--- config.mk ---
export PLATFORM = sky130hd
export DESIGN_NAME = crc_checked_frame_deframer
export DESIGN_NICKNAME = d
export VERILOG_FILES = /design/src/hdl/ccfd_pkg.sv /design/src/hdl/crc_checked_frame_deframer.sv
export VERILOG_INCLUDE_DIRS = /design/src /design/src/hdl
export SDC_FILE = /design/constraint.sdc
export NUM_CORES = 1
export LEC_CHECK = 0
export BUFFER_PORTS_ARGS = -buffer_cell sky130_fd_sc_hd__buf_2
export CAP_MARGIN = 20
export CORE_MARGIN = 3
export CORE_UTILIZATION = 40
export DETAILED_ROUTE_END_ITERATION = 10
export PLACE_DENSITY_LB_ADDON = 0.2
export SLEW_MARGIN = 30
export SYNTH_ARGS = -nofsm -noshare
export SYNTH_HDL_FRONTEND = slang
export SYNTH_SLANG_ARGS = --single-unit
--- constraint.sdc ---
create_clock -name i_clk -period 6.1 [get_ports i_clk]
set_input_delay 0.305 -clock i_clk [delete_from_list [all_inputs] [get_ports i_clk]]
set_output_delay 0.305 -clock i_clk [all_outputs]
set_load 0.01 [all_outputs]
--- src/hdl/crc_checked_frame_deframer_defines.svh ---
// Assertion macros shared by the deframer RTL.
// Expects i_clk and i_rst_n in the scope of each use.
`ifndef CRC_CHECKED_FRAME_DEFRAMER_DEFINES_SVH
`define CRC_CHECKED_FRAME_DEFRAMER_DEFINES_SVH

// Same-cycle implication, disabled while in reset.
`define CCFD_ASSERT_NOW(label, ante, cons, msg) \
    label: assert property (@(posedge i_clk) disable iff (!i_rst_n) (ante) |-> (cons)) \
        else $error(msg);

// Next-cycle implication, disabled while in reset.
`define CCFD_ASSERT_NEXT(label, ante, cons, msg) \
    label: assert property (@(posedge i_clk) disable iff (!i_rst_n) (ante) |=> (cons)) \
        else $error(msg);

`endif

--- src/hdl/ccfd_pkg.sv ---
// Types, constants and CRC step functions for the frame deframer.
// No dependencies; used by crc_checked_frame_deframer.
`timescale 1ns / 1ps

package ccfd_pkg;

    localparam int MAX_FRAME_BYTES = 1024;
    localparam int HDR_BYTES       = 5;
    localparam int CMD_BYTES       = 2;
    localparam int CRC_BYTES       = 2;
    localparam int OVERHEAD        = HDR_BYTES + CMD_BYTES + CRC_BYTES;

    localparam int POS_W  = 10;
    localparam int TOT_W  = POS_W + 1;
    localparam int MAXL_W = 10;
    localparam int CFG_IDX_W  = 3;
    localparam int CFG_DATA_W = 16;
    localparam int TDATA_OUT_W = 64;
    localparam int TUSER_OUT_W = 6;

    localparam logic [7:0]  RST_START_BYTE = 8'hA5;
    localparam logic [9:0]  RST_MAX_LEN    = 10'd1015;
    localparam logic [7:0]  RST_CRC8_INIT  = 8'hFF;
    localparam logic [7:0]  RST_CRC8_POLY  = 8'h8C;
    localparam logic [15:0] RST_CRC16_INIT = 16'hFFFF;
    localparam logic [15:0] RST_CRC16_POLY = 16'h8408;

    typedef enum logic [CFG_IDX_W-1:0] {
        CFG_START_BYTE = 3'd0,
        CFG_MAX_LEN    = 3'd1,
        CFG_CRC8_INIT  = 3'd2,
        CFG_CRC8_POLY  = 3'd3,
        CFG_CRC16_INIT = 3'd4,
        CFG_CRC16_POLY = 3'd5
    } t_cfg_idx;

    typedef enum logic [2:0] {
        ST_HUNT   = 3'd0,
        ST_LEN_LO = 3'd1,
        ST_LEN_HI = 3'd2,
        ST_SEQ    = 3'd3,
        ST_HCRC   = 3'd4,
        ST_BODY   = 3'd5
    } t_step;

    typedef enum logic [2:0] {
        KIND_NONE   = 3'd0,
        KIND_HEADER = 3'd1,
        KIND_CMD    = 3'd2,
        KIND_DATA   = 3'd3,
        KIND_CRC    = 3'd4
    } t_kind;

    typedef enum logic [2:0] {
        EV_NONE    = 3'd0,
        EV_LEN_BIG = 3'd1,
        EV_HDR_ERR = 3'd2,
        EV_GOOD    = 3'd3,
        EV_CRC_ERR = 3'd4
    } t_event;

    typedef struct packed {
        logic [7:0]       seq;
        logic [15:0]      len;
        logic [15:0]      cmd;
        logic             fend;
        t_event           ev;
        logic [POS_W-1:0] pos;
        t_kind            kind;
        logic [7:0]       data;
    } t_result;

    function automatic logic [7:0] crc8_next(input logic [7:0] crc, input logic [7:0] b,
                                             input logic [7:0] poly);
        logic [7:0] c;
        c = crc ^ b;
        for (int k = 0; k < 8; k++) begin
            c = c[0] ? ((c >> 1) ^ poly) : (c >> 1);
        end
        return c;
    endfunction

    function automatic logic [15:0] crc16_next(input logic [15:0] crc, input logic [7:0] b,
                                               input logic [15:0] poly);
        logic [15:0] c;
        c = crc ^ {8'h00, b};
        for (int k = 0; k < 8; k++) begin
            c = c[0] ? ((c >> 1) ^ poly) : (c >> 1);
        end
        return c;
    endfunction

endpackage

--- src/hdl/crc_checked_frame_deframer.sv ---
// Byte-stream frame deframer: start-byte hunt, header CRC-8, whole-frame CRC-16.
// Depends on ccfd_pkg and crc_checked_frame_deframer_defines.svh.
//
// Results are registered; one byte per cycle while the output is not stalled.
// The parse state and both CRCs update in the cycle of the input transfer.
// A two-entry output stage (result register plus skid register) keeps input
// ready registered. Synchronous active-low reset restores register defaults,
// empties the output stage and returns the parser to the start-byte hunt.
`timescale 1ns / 1ps
`include "crc_checked_frame_deframer_defines.svh"

module crc_checked_frame_deframer (
    input  logic                                  i_clk,
    input  logic                                  i_rst_n,
    input  logic                                  i_cfg_we,
    input  logic [ccfd_pkg::CFG_IDX_W-1:0]        i_cfg_idx,
    input  logic [ccfd_pkg::CFG_DATA_W-1:0]       i_cfg_data,
    input  logic                                  s_axis_tvalid,
    output logic                                  s_axis_tready,
    input  logic [7:0]                            s_axis_tdata,  // [7:0] rx_byte
    output logic                                  m_axis_tvalid,
    input  logic                                  m_axis_tready,
    // [7:0] out_byte, [17:8] byte_position, [33:18] command_id,
    // [49:34] payload_length, [57:50] sequence_number, [63:58] zero
    output logic [ccfd_pkg::TDATA_OUT_W-1:0]      m_axis_tdata,
    // [2:0] byte_kind, [5:3] frame_event
    output logic [ccfd_pkg::TUSER_OUT_W-1:0]      m_axis_tuser,
    output logic                                  m_axis_tlast   // frame_end
);

    logic [7:0]                    r_start;
    logic [ccfd_pkg::MAXL_W-1:0]   r_max_len;
    logic [7:0]                    r_crc8_init;
    logic [7:0]                    r_crc8_poly;
    logic [15:0]                   r_crc16_init;
    logic [15:0]                   r_crc16_poly;

    ccfd_pkg::t_step               r_step, n_step;
    logic [ccfd_pkg::POS_W-1:0]    r_pos, n_pos;
    logic [15:0]                   r_len, n_len;
    logic [7:0]                    r_hcrc, n_hcrc;
    logic [15:0]                   r_fcrc, n_fcrc;
    logic [7:0]                    r_seq, n_seq;
    logic [15:0]                   r_cmd, n_cmd;

    ccfd_pkg::t_result             n_res;
    ccfd_pkg::t_result             r_out, r_skid;
    logic                          r_out_vld, r_skid_vld, n_skid_vld;
    logic                          r_in_ready;

    logic                          acc, take;
    logic [7:0]                    b;
    logic [15:0]                   len_full;
    logic                          len_ok;
    logic [ccfd_pkg::TOT_W-1:0]    pos_ext, pos_p2, total, data_end;
    logic                          body_last;
    logic [7:0]                    hcrc_step;
    logic [15:0]                   fcrc_step;

    function automatic logic [ccfd_pkg::TOT_W-1:0] TOT_W_C(input int v);
        return ccfd_pkg::TOT_W'(v);
    endfunction

    assign b    = s_axis_tdata;
    assign acc  = s_axis_tvalid && r_in_ready;
    assign take = r_out_vld && m_axis_tready;

    assign len_full  = {b, r_len[7:0]};
    assign len_ok    = (len_full < {6'd0, r_max_len}) &&
                       (({1'b0, len_full} + 17'(ccfd_pkg::OVERHEAD))
                        <= 17'(ccfd_pkg::MAX_FRAME_BYTES));
    assign pos_ext   = {1'b0, r_pos};
    assign pos_p2    = pos_ext + TOT_W_C(ccfd_pkg::CRC_BYTES);
    assign total     = TOT_W_C(ccfd_pkg::OVERHEAD) + {1'b0, r_len[ccfd_pkg::POS_W-1:0]};
    assign data_end  = TOT_W_C(ccfd_pkg::HDR_BYTES + ccfd_pkg::CMD_BYTES)
                       + {1'b0, r_len[ccfd_pkg::POS_W-1:0]};
    assign body_last = !(pos_p2 <= total);
    assign hcrc_step = ccfd_pkg::crc8_next(r_hcrc, b, r_crc8_poly);
    assign fcrc_step = ccfd_pkg::crc16_next(r_fcrc, b, r_crc16_poly);

    // next parse step
    always_comb begin
        unique case (r_step)
            ccfd_pkg::ST_HUNT:   n_step = (b == r_start) ? ccfd_pkg::ST_LEN_LO : ccfd_pkg::ST_HUNT;
            ccfd_pkg::ST_LEN_LO: n_step = ccfd_pkg::ST_LEN_HI;
            ccfd_pkg::ST_LEN_HI: n_step = len_ok ? ccfd_pkg::ST_SEQ : ccfd_pkg::ST_HUNT;
            ccfd_pkg::ST_SEQ:    n_step = ccfd_pkg::ST_HCRC;
            ccfd_pkg::ST_HCRC:   n_step = (r_hcrc == b) ? ccfd_pkg::ST_BODY : ccfd_pkg::ST_HUNT;
            ccfd_pkg::ST_BODY:   n_step = body_last ? ccfd_pkg::ST_HUNT : ccfd_pkg::ST_BODY;
            default:             n_step = ccfd_pkg::ST_HUNT;
        endcase
    end

    // per-byte data path and result
    always_comb begin
        n_pos  = '0;
        n_len  = r_len;
        n_hcrc = r_hcrc;
        n_fcrc = r_fcrc;
        n_seq  = r_seq;
        n_cmd  = r_cmd;
        n_res.data = b;
        n_res.kind = ccfd_pkg::KIND_NONE;
        n_res.pos  = '0;
        n_res.ev   = ccfd_pkg::EV_NONE;
        n_res.fend = 1'b0;
        unique case (r_step)
            ccfd_pkg::ST_HUNT: begin
                if (b == r_start) begin
                    n_len  = '0;
                    n_seq  = '0;
                    n_cmd  = '0;
                    n_hcrc = ccfd_pkg::crc8_next(r_crc8_init, b, r_crc8_poly);
                    n_fcrc = ccfd_pkg::crc16_next(r_crc16_init, b, r_crc16_poly);
                    n_res.kind = ccfd_pkg::KIND_HEADER;
                    n_pos  = ccfd_pkg::POS_W'(1);
                end
            end
            ccfd_pkg::ST_LEN_LO, ccfd_pkg::ST_LEN_HI, ccfd_pkg::ST_SEQ: begin
                n_res.kind = ccfd_pkg::KIND_HEADER;
                n_res.pos  = r_pos;
                n_hcrc = hcrc_step;
                n_fcrc = fcrc_step;
                n_pos  = r_pos + 1'b1;
                if (r_step == ccfd_pkg::ST_LEN_LO) begin
                    n_len = {8'h00, b};
                end else if (r_step == ccfd_pkg::ST_LEN_HI) begin
                    n_len = len_full;
                    if (!len_ok) begin
                        n_res.ev   = ccfd_pkg::EV_LEN_BIG;
                        n_res.fend = 1'b1;
                        n_pos      = '0;
                    end
                end else begin
                    n_seq = b;
                end
            end
            ccfd_pkg::ST_HCRC: begin
                n_res.kind = ccfd_pkg::KIND_HEADER;
                n_res.pos  = r_pos;
                if (r_hcrc == b) begin
                    n_fcrc = fcrc_step;
                    n_pos  = r_pos + 1'b1;
                end else begin
                    n_res.ev   = ccfd_pkg::EV_HDR_ERR;
                    n_res.fend = 1'b1;
                end
            end
            ccfd_pkg::ST_BODY: begin
                n_res.pos = r_pos;
                if (pos_ext < TOT_W_C(ccfd_pkg::HDR_BYTES + ccfd_pkg::CMD_BYTES)) begin
                    n_res.kind = ccfd_pkg::KIND_CMD;
                    if (pos_ext == TOT_W_C(ccfd_pkg::HDR_BYTES)) begin
                        n_cmd = {8'h00, b};
                    end else begin
                        n_cmd = {b, r_cmd[7:0]};
                    end
                end else if (pos_ext < data_end) begin
                    n_res.kind = ccfd_pkg::KIND_DATA;
                end else begin
                    n_res.kind = ccfd_pkg::KIND_CRC;
                end
                priority if (pos_p2 < total) begin
                    n_fcrc = fcrc_step;
                    n_pos  = r_pos + 1'b1;
                end else if (pos_p2 == total) begin
                    n_fcrc = r_fcrc ^ {8'h00, b};
                    n_pos  = r_pos + 1'b1;
                end else begin
                    n_res.ev   = (r_fcrc[7:0] == 8'h00 && r_fcrc[15:8] == b) ?
                                 ccfd_pkg::EV_GOOD : ccfd_pkg::EV_CRC_ERR;
                    n_res.fend = 1'b1;
                end
            end
            default: begin
                n_pos = '0;
            end
        endcase
        n_res.cmd = n_cmd;
        n_res.len = n_len;
        n_res.seq = n_seq;
    end

    // configuration registers
    always_ff @(posedge i_clk) begin
        if (!i_rst_n) begin
            r_start      <= ccfd_pkg::RST_START_BYTE;
            r_max_len    <= ccfd_pkg::RST_MAX_LEN;
            r_crc8_init  <= ccfd_pkg::RST_CRC8_INIT;
            r_crc8_poly  <= ccfd_pkg::RST_CRC8_POLY;
            r_crc16_init <= ccfd_pkg::RST_CRC16_INIT;
            r_crc16_poly <= ccfd_pkg::RST_CRC16_POLY;
        end else if (i_cfg_we) begin
            unique case (i_cfg_idx)
                ccfd_pkg::CFG_START_BYTE: r_start      <= i_cfg_data[7:0];
                ccfd_pkg::CFG_MAX_LEN:    r_max_len    <= i_cfg_data[ccfd_pkg::MAXL_W-1:0];
                ccfd_pkg::CFG_CRC8_INIT:  r_crc8_init  <= i_cfg_data[7:0];
                ccfd_pkg::CFG_CRC8_POLY:  r_crc8_poly  <= i_cfg_data[7:0];
                ccfd_pkg::CFG_CRC16_INIT: r_crc16_init <= i_cfg_data;
                ccfd_pkg::CFG_CRC16_POLY: r_crc16_poly <= i_cfg_data;
                default: ;
            endcase
        end
    end

    // parse state, advance on input transfer
    always_ff @(posedge i_clk) begin
        if (!i_rst_n) begin
            r_step <= ccfd_pkg::ST_HUNT;
            r_pos  <= '0;
            r_len  <= '0;
            r_hcrc <= ccfd_pkg::RST_CRC8_INIT;
            r_fcrc <= ccfd_pkg::RST_CRC16_INIT;
            r_seq  <= '0;
            r_cmd  <= '0;
        end else if (acc) begin
            r_step <= n_step;
            r_pos  <= n_pos;
            r_len  <= n_len;
            r_hcrc <= n_hcrc;
            r_fcrc <= n_fcrc;
            r_seq  <= n_seq;
            r_cmd  <= n_cmd;
        end
    end

    // output stage: result register plus skid register
    always_comb begin
        n_skid_vld = r_skid_vld;
        if (take || !r_out_vld) begin
            n_skid_vld = 1'b0;
        end else if (acc) begin
            n_skid_vld = 1'b1;
        end
    end

    always_ff @(posedge i_clk) begin
        if (!i_rst_n) begin
            r_out_vld  <= 1'b0;
            r_skid_vld <= 1'b0;
            r_in_ready <= 1'b0;
        end else begin
            r_skid_vld <= n_skid_vld;
            r_in_ready <= !n_skid_vld;
            if (take || !r_out_vld) begin
                r_out_vld <= r_skid_vld || acc;
            end
        end
    end

    always_ff @(posedge i_clk) begin
        if (take || !r_out_vld) begin
            if (r_skid_vld) begin
                r_out <= r_skid;
            end else if (acc) begin
                r_out <= n_res;
            end
        end else if (acc) begin
            r_skid <= n_res;
        end
    end

    assign s_axis_tready = r_in_ready;
    assign m_axis_tvalid = r_out_vld;
    assign m_axis_tdata  = {6'd0, r_out.seq, r_out.len, r_out.cmd, r_out.pos, r_out.data};
    assign m_axis_tuser  = {r_out.ev, r_out.kind};
    assign m_axis_tlast  = r_out.fend;

    `CCFD_ASSERT_NOW(a_skid_behind_out, r_skid_vld, r_out_vld, "skid holds data with empty output")
    `CCFD_ASSERT_NOW(a_hunt_pos_zero, r_step == ccfd_pkg::ST_HUNT, r_pos == '0, "hunt with nonzero position")
    `CCFD_ASSERT_NOW(a_last_has_event, r_out_vld, r_out.fend == (r_out.ev != ccfd_pkg::EV_NONE), "frame end without event")
    `CCFD_ASSERT_NOW(a_none_pos_zero, r_out_vld && r_out.kind == ccfd_pkg::KIND_NONE, r_out.pos == '0, "outside byte with position")
    `CCFD_ASSERT_NEXT(a_stay_hunting, acc && r_step == ccfd_pkg::ST_HUNT && b != r_start, r_step == ccfd_pkg::ST_HUNT, "left hunt without start byte")

endmodule
### Word level (Yosys, flattened, before mapping)

Cells that the tools add are included.

| word-level totals | value |
|---|---|
| register bits after elaboration | 276 |
| bits of input ports | 32 |
| word-level logic and storage cells | 203 |
| output and inout bits | 73 |

| operators by class | value |
|---|---|
| add/subtract/negate cells | 5 |
| equal/unequal tests | 18 |
| order comparisons | 6 |
| bitwise gates (word level) | 37 |
| reduce and logical (&&, ||, !) cells | 26 |
| mux-type cells | 79 |

Operator list:

| kind | number |
|---|---|
| 16-bit two-way mux | 26 |
| 15-bit by 16-bit bitwise XOR with 16-bit output | 16 |
| 8-bit two-way mux | 20 |
| 65-bit two-way mux | 2 |
| 7-bit by 8-bit bitwise XOR with 8-bit output | 16 |
| 16-bit case mux with 2 select lines | 2 |
| 16-bit case mux with 4 select lines | 1 |
| 10-bit two-way mux | 6 |
| 14-bit case mux with 3 select lines | 1 |
| 10-bit case mux with 4 select lines | 1 |
| 8-bit case mux with 2 select lines | 2 |
| 16-bit by 8-bit bitwise XOR with 16-bit output | 2 |
| 8-bit equality test | 3 |
| 4-bit two-way mux | 6 |
| 3-bit case mux with 6 select lines | 1 |
| 16-bit by 4-bit adder with 17-bit output (second input constant) | 1 |
| 17-bit by 11-bit <= comparator with 1-bit output (second input constant) | 1 |
| 16-bit by 10-bit < comparator with 1-bit output | 1 |
| 2-bit AND reduction | 8 |
| 8-bit bitwise XOR | 2 |
| 3-bit two-way mux | 5 |
| 3-bit by 2-bit equality test with 1-bit output (second input constant) | 4 |
| 3-bit equality test (second input constant) | 4 |
| 10-bit by 2-bit adder with 11-bit output (second input constant) | 1 |
| 27 further kinds | 39 |

### Depth between registers and ports, before layout

| logic depth | value |
|---|---|
| word-level depth | 19 |
| mapped depth | 18 |
| gate-level depth less buffers | 17 |

### Least setup slack after synthesis

Ideal clock, no wire load.

| timing path | value |
|---|---|
| path kind | register to register |
| from | reg r_in_ready (netlist: s_axis_tready) |
| to | reg r_out, in the netlist m_axis_tdata[0], enable pin |
| buffers on the path | 1 |
| arrival | 3.794 ns |
| stages on the path, launching flop included | 5 |
| slack | 1.811 ns |
| cell sequence | dfxtp_1 and2_1 clkbuf_1 nor2_1 nor2b_1 |

| between the ends | value |
|---|---|
| cells in the longest elaborated chain, start to end | 3 |

Ends and longest elaborated chain:

| what | RTL line | source |
|---|---|---|
| start, declared | crc_checked_frame_deframer.sv:49 | `logic r_in_ready;` |
| start signal, assigned | crc_checked_frame_deframer.sv:244 | `r_in_ready <= !n_skid_vld;` |
| 1-bit logical AND | crc_checked_frame_deframer.sv:65 | `assign acc = s_axis_tvalid && r_in_ready;` |
| 2-bit nonzero test (no source line) | -- |  |
| 2-bit AND reduction (no source line) | -- |  |
| end signal, assigned | crc_checked_frame_deframer.sv:254 | `r_out <= r_skid;` |
| end signal, assigned | crc_checked_frame_deframer.sv:256 | `r_out <= n_res;` |
| end, declared | crc_checked_frame_deframer.sv:47 | `ccfd_pkg::t_result r_out, r_skid;` |

Every way passes these cells.
A chain may end at the register's enable or synchronous reset.

### Worst setup path after layout

| timing path | value |
|---|---|
| from | reg r_hcrc[0] |
| to | reg r_hcrc[5] |

| between the ends | value |
|---|---|
| cells in the longest elaborated chain, start to end | 16 |
| elaborated cells on any way between the ends | 17 |
| those cells by class | 9 x mux; 8 x bitwise |

Ends and longest elaborated chain:

| what | RTL line | source |
|---|---|---|
| start, declared | crc_checked_frame_deframer.sv:41 | `logic [7:0] r_hcrc, n_hcrc;` |
| start signal, assigned | crc_checked_frame_deframer.sv:212 | `r_hcrc <= ccfd_pkg::RST_CRC8_INIT;` |
| start signal, assigned | crc_checked_frame_deframer.sv:220 | `r_hcrc <= n_hcrc;` |
| 8-bit bitwise XOR (*) | ccfd_pkg.sv:76 | `c = crc ^ b;` |
| 8-bit two-way mux (*) | ccfd_pkg.sv:78 | `c = c[0] ? ((c >> 1) ^ poly) : (c >> 1);` |
| 7-bit by 8-bit bitwise XOR with 8-bit output | ccfd_pkg.sv:78 |  |
| 8-bit two-way mux (*) | ccfd_pkg.sv:78 |  |
| 7-bit by 8-bit bitwise XOR with 8-bit output | ccfd_pkg.sv:78 |  |
| 8-bit two-way mux (*) | ccfd_pkg.sv:78 |  |
| 7-bit by 8-bit bitwise XOR with 8-bit output | ccfd_pkg.sv:78 |  |
| 8-bit two-way mux (*) | ccfd_pkg.sv:78 |  |
| 7-bit by 8-bit bitwise XOR with 8-bit output | ccfd_pkg.sv:78 |  |
| 8-bit two-way mux (*) (2 in a row) | ccfd_pkg.sv:78 |  |
| 7-bit by 8-bit bitwise XOR with 8-bit output / 8-bit two-way mux (equally long branches) | ccfd_pkg.sv:78 |  |
| 8-bit two-way mux (*) | ccfd_pkg.sv:78 |  |
| 7-bit by 8-bit bitwise XOR with 8-bit output / 8-bit two-way mux (equally long branches) | ccfd_pkg.sv:78 |  |
| 8-bit two-way mux (*) | ccfd_pkg.sv:78 |  |
| 8-bit case mux with 2 select lines (*) | crc_checked_frame_deframer.sv:107 | `unique case (r_step)` |

Mark *: on every way between the ends. The rest lies on a longest branch, timed or not.

==> metrics.md <==
| Metric | Value |
|---|---|
| Status | `completed` |
| Number of antenna diodes | `0` |
| CP arrival | `5.35 ns` |
| Final hold vios | `0` |
| Static Leak | `8.63 nW` |
| Synth top area share | `18.8%` |
| Pin count of the biggest net entering global routing | `77` |
| Most used DFF post-synth | `dfxtp_1` |
| Vias in the first global route | `17.1k` |
| Area grow syn2layout | `10.1%` |
| CTS H-tree depth | `1` |
| Initial antenna violation count | `0` |
| Synth warnings | `0` |
| Synthesized area | `20800 um2` |
| Peak VDD IR | `0.199 mV` |
| Via count | `18.5k` |
| CTS tree | `built` |
| Cell Rows | `82` |
| Clk buf depth | `3` |
| GRT Util Overall | `22.7%` |
| Library cells used by synthesis | `97` |
| Final setup TNS | `0 ns` |
| PD cells | `245 nW/um2` |
| Final HPWL from detailed placement | `44.1 mm` |
| Min Tclk post-route | `4.84 ns` |
| Port Buffers | `98` |
| Most common cell after layout, fill and taps aside | `nand2_1` |
| First-pass GRT wire length | `99.0 mm` |
| Core area | `50800 um2` |
| Flops & latches, synth | `276` |
| Avg Cell Area, Syn | `8.30 um2` |
| Asr flop ratio synth | `0%` |
| Slew HR | `33.2%` |
| Pre-antenna DRT Iters | `6` |
| Highest-count cells in the layout ignoring fill and taps | `nand2_1, xnor2_1, nor2_1` |
| Top-level I/O count | `105` |
| Crit end category | `flop` |
| Worst slew pin tran | `0.998 ns` |
| Layout cells sized above 1 | `12.4%` |
| # resized after CTS | `0` |
| Antenna Nets Post-Route | `0` |
| Drt drc | `0` |
| Mapped Cells | `2507` |
| Final period utilization | `79.4%` |
| Kind of critical path | `flop to flop` |
| Die height | `234 um` |
| WP data required | `6.61 ns` |
| RSZ-0062 raised after global routing | `false` |
| Clk_skew | `0.0202 ns` |
| Die Area | `54800 um2` |
| Hold Path Class | `primary input to flop` |
| Chip Width | `234 um` |
| Top cells by area, synth | `edfxtp_1, dfxtp_1, xnor2_1` |
| Routability cong. | `0.940` |
| Area leader, netlist | `edfxtp_1` |
| R2r setup slk | `1.26 ns` |
| Fill count | `4939` |
| Clock Latency Late Sink | `0.60 ns` |
| Post-DR vias/cell | `5.78` |
| Nets | `2567` |
| EDFF count, synth | `130` |
| Inserted Clock Buffers | `30` |
| CTS root buf | `clkbuf_16` |
| Setup crit start kind | `flop` |
| Final WL | `64.1 mm` |
| Initial core utilization | `41.0%` |
| Max Freq | `206 MHz` |
| Grt ovf | `0` |
| Crit Path Max Fanout | `14` |
| DR WL/cell | `20.1 um` |
| Clk pin slew, worst setup/hold paths | `0.06 ns` |
| Sequential-to-total area share from yosys stat | `32.8%` |
| Max_cap viols | `0` |
| Detailed Route Iter0 Violations | `1558` |
| Clk sinks | `276` |
| Pwr Total | `0.00562 W` |
| Setup violators final | `0` |
| Slew Limit Fails | `0` |
==> critical path: stages (launching register included) <==
cell and delay, ns:
dfxtp_1 0.50, xor2_2 0.56, nand2_1 0.14, xnor2_1 0.36
o32ai_1 0.13, a32oi_1 0.62, a211oi_1 0.19, o31ai_1 0.63
a2111oi_2 0.16, a311oi_1 0.39, mux2i_1 0.59, nor2_1 0.08
a211o_1 0.24, a31oi_1 0.17
==> report_power, final <==
part | internal (W) | total [W] | switching [W]
logic | 0.000662 | 0.00165 | 0.000993
clock network | 0.00111 | 0.00192 | 0.000809
registers | 0.00200 | 0.00204 | 0.0000457
==> cells by family after synthesis <==
kind of cell	after synthesis	share of synthesized area, %
other	1	0.0180
buffers and inverters	244	4.73
DFF	276	32.8
AOI/OAI and AO/OA	541	18.0
and+or+nand+nor	978	21.3
adders and majority gates	35	2.10
xor gates and xnor gates	358	17.1
muxes	74	3.91
==> sequential cells by signal (all words and copies together), names as in the netlist, 3 cells and up <==
register	count
m_axis_tdata	58
r_hcrc	8
r_crc8_poly	8
r_skid	65
r_max_len	10
r_len	16
r_crc8_init	8
r_start	8
r_pos	10
m_axis_tuser	6
r_fcrc	16
r_step	3
r_crc16_init	16
r_cmd	16
r_seq	8
r_crc16_poly	16
==> metrics by stage <==
stage | hold slack, ns | std cells | cell area (um2) | setup slack (ns) | util, %
4_1_cts | 0.0229 | 3196 | 22900 | 1.30 | 45.1
2_1_floorplan | 0.404 | 2512 | 20800 | 1.81 | -
5_1_grt | 0.0371 | 3196 | 22900 | 0.956 | 45.1
3_3_place_gp | 0.455 | 3134 | 21800 | 1.05 | 42.9
3_5_place_dp | 0.459 | 3134 | 21800 | 0.973 | 42.9
6_report | 0.0457 | 3196 | 22900 | 1.26 | 45.1
==> synth_stat cells (all sizes together), types with 35 or more instances <==
master / number
inv: 40
xor2: 78
and3: 38
nand3: 106
a21oi: 110
clkbuf: 154
buf: 48
mux2: 59
dfxtp: 146
o21ai: 116
nor2: 174
nor3: 60
nand2: 456
ha: 35
edfxtp: 130
xnor2: 256
==> what timing repair did <==
item                                   CTS  global route
hold buffers                             6             0
endpoints found under the hold margin   12             0
setup buffers                            0             0
==> cell type report <==
type | instances | area, um2 | share of cell area, %
clock buffer | 40 | 882 | 3.85
clock inverter | 16 | 178 | 0.776
inverter | 42 | 158 | 0.688
multi-input combinational | 1992 | 13100 | 57.0
sequential | 276 | 6830 | 29.8
timing repair buffer | 158 | 956 | 4.17
tap | 672 | 841 | 3.67
==> layer usage <==
metal  share of wire [%]  GRT usage [%]  up-vias
met1                  44           31.3     8889
met3                 5.9           1.98      117
li1                    -              -     8818
met2                  47           37.7      659
met5                   0              0        -
met4                 3.1           7.56        0
==> worst paths after layout <==
kind                 start  depth (start not counted)               to
max              r_hcrc[0]                         13        r_hcrc[5]
min          i_cfg_data[8]                          3  r_crc16_poly[8]
max reg2reg      r_hcrc[0]                         13        r_hcrc[5]
min reg2reg   r_max_len[3]                          2     r_max_len[3]
No activity file was read; power rests on OpenSTA's default activity.
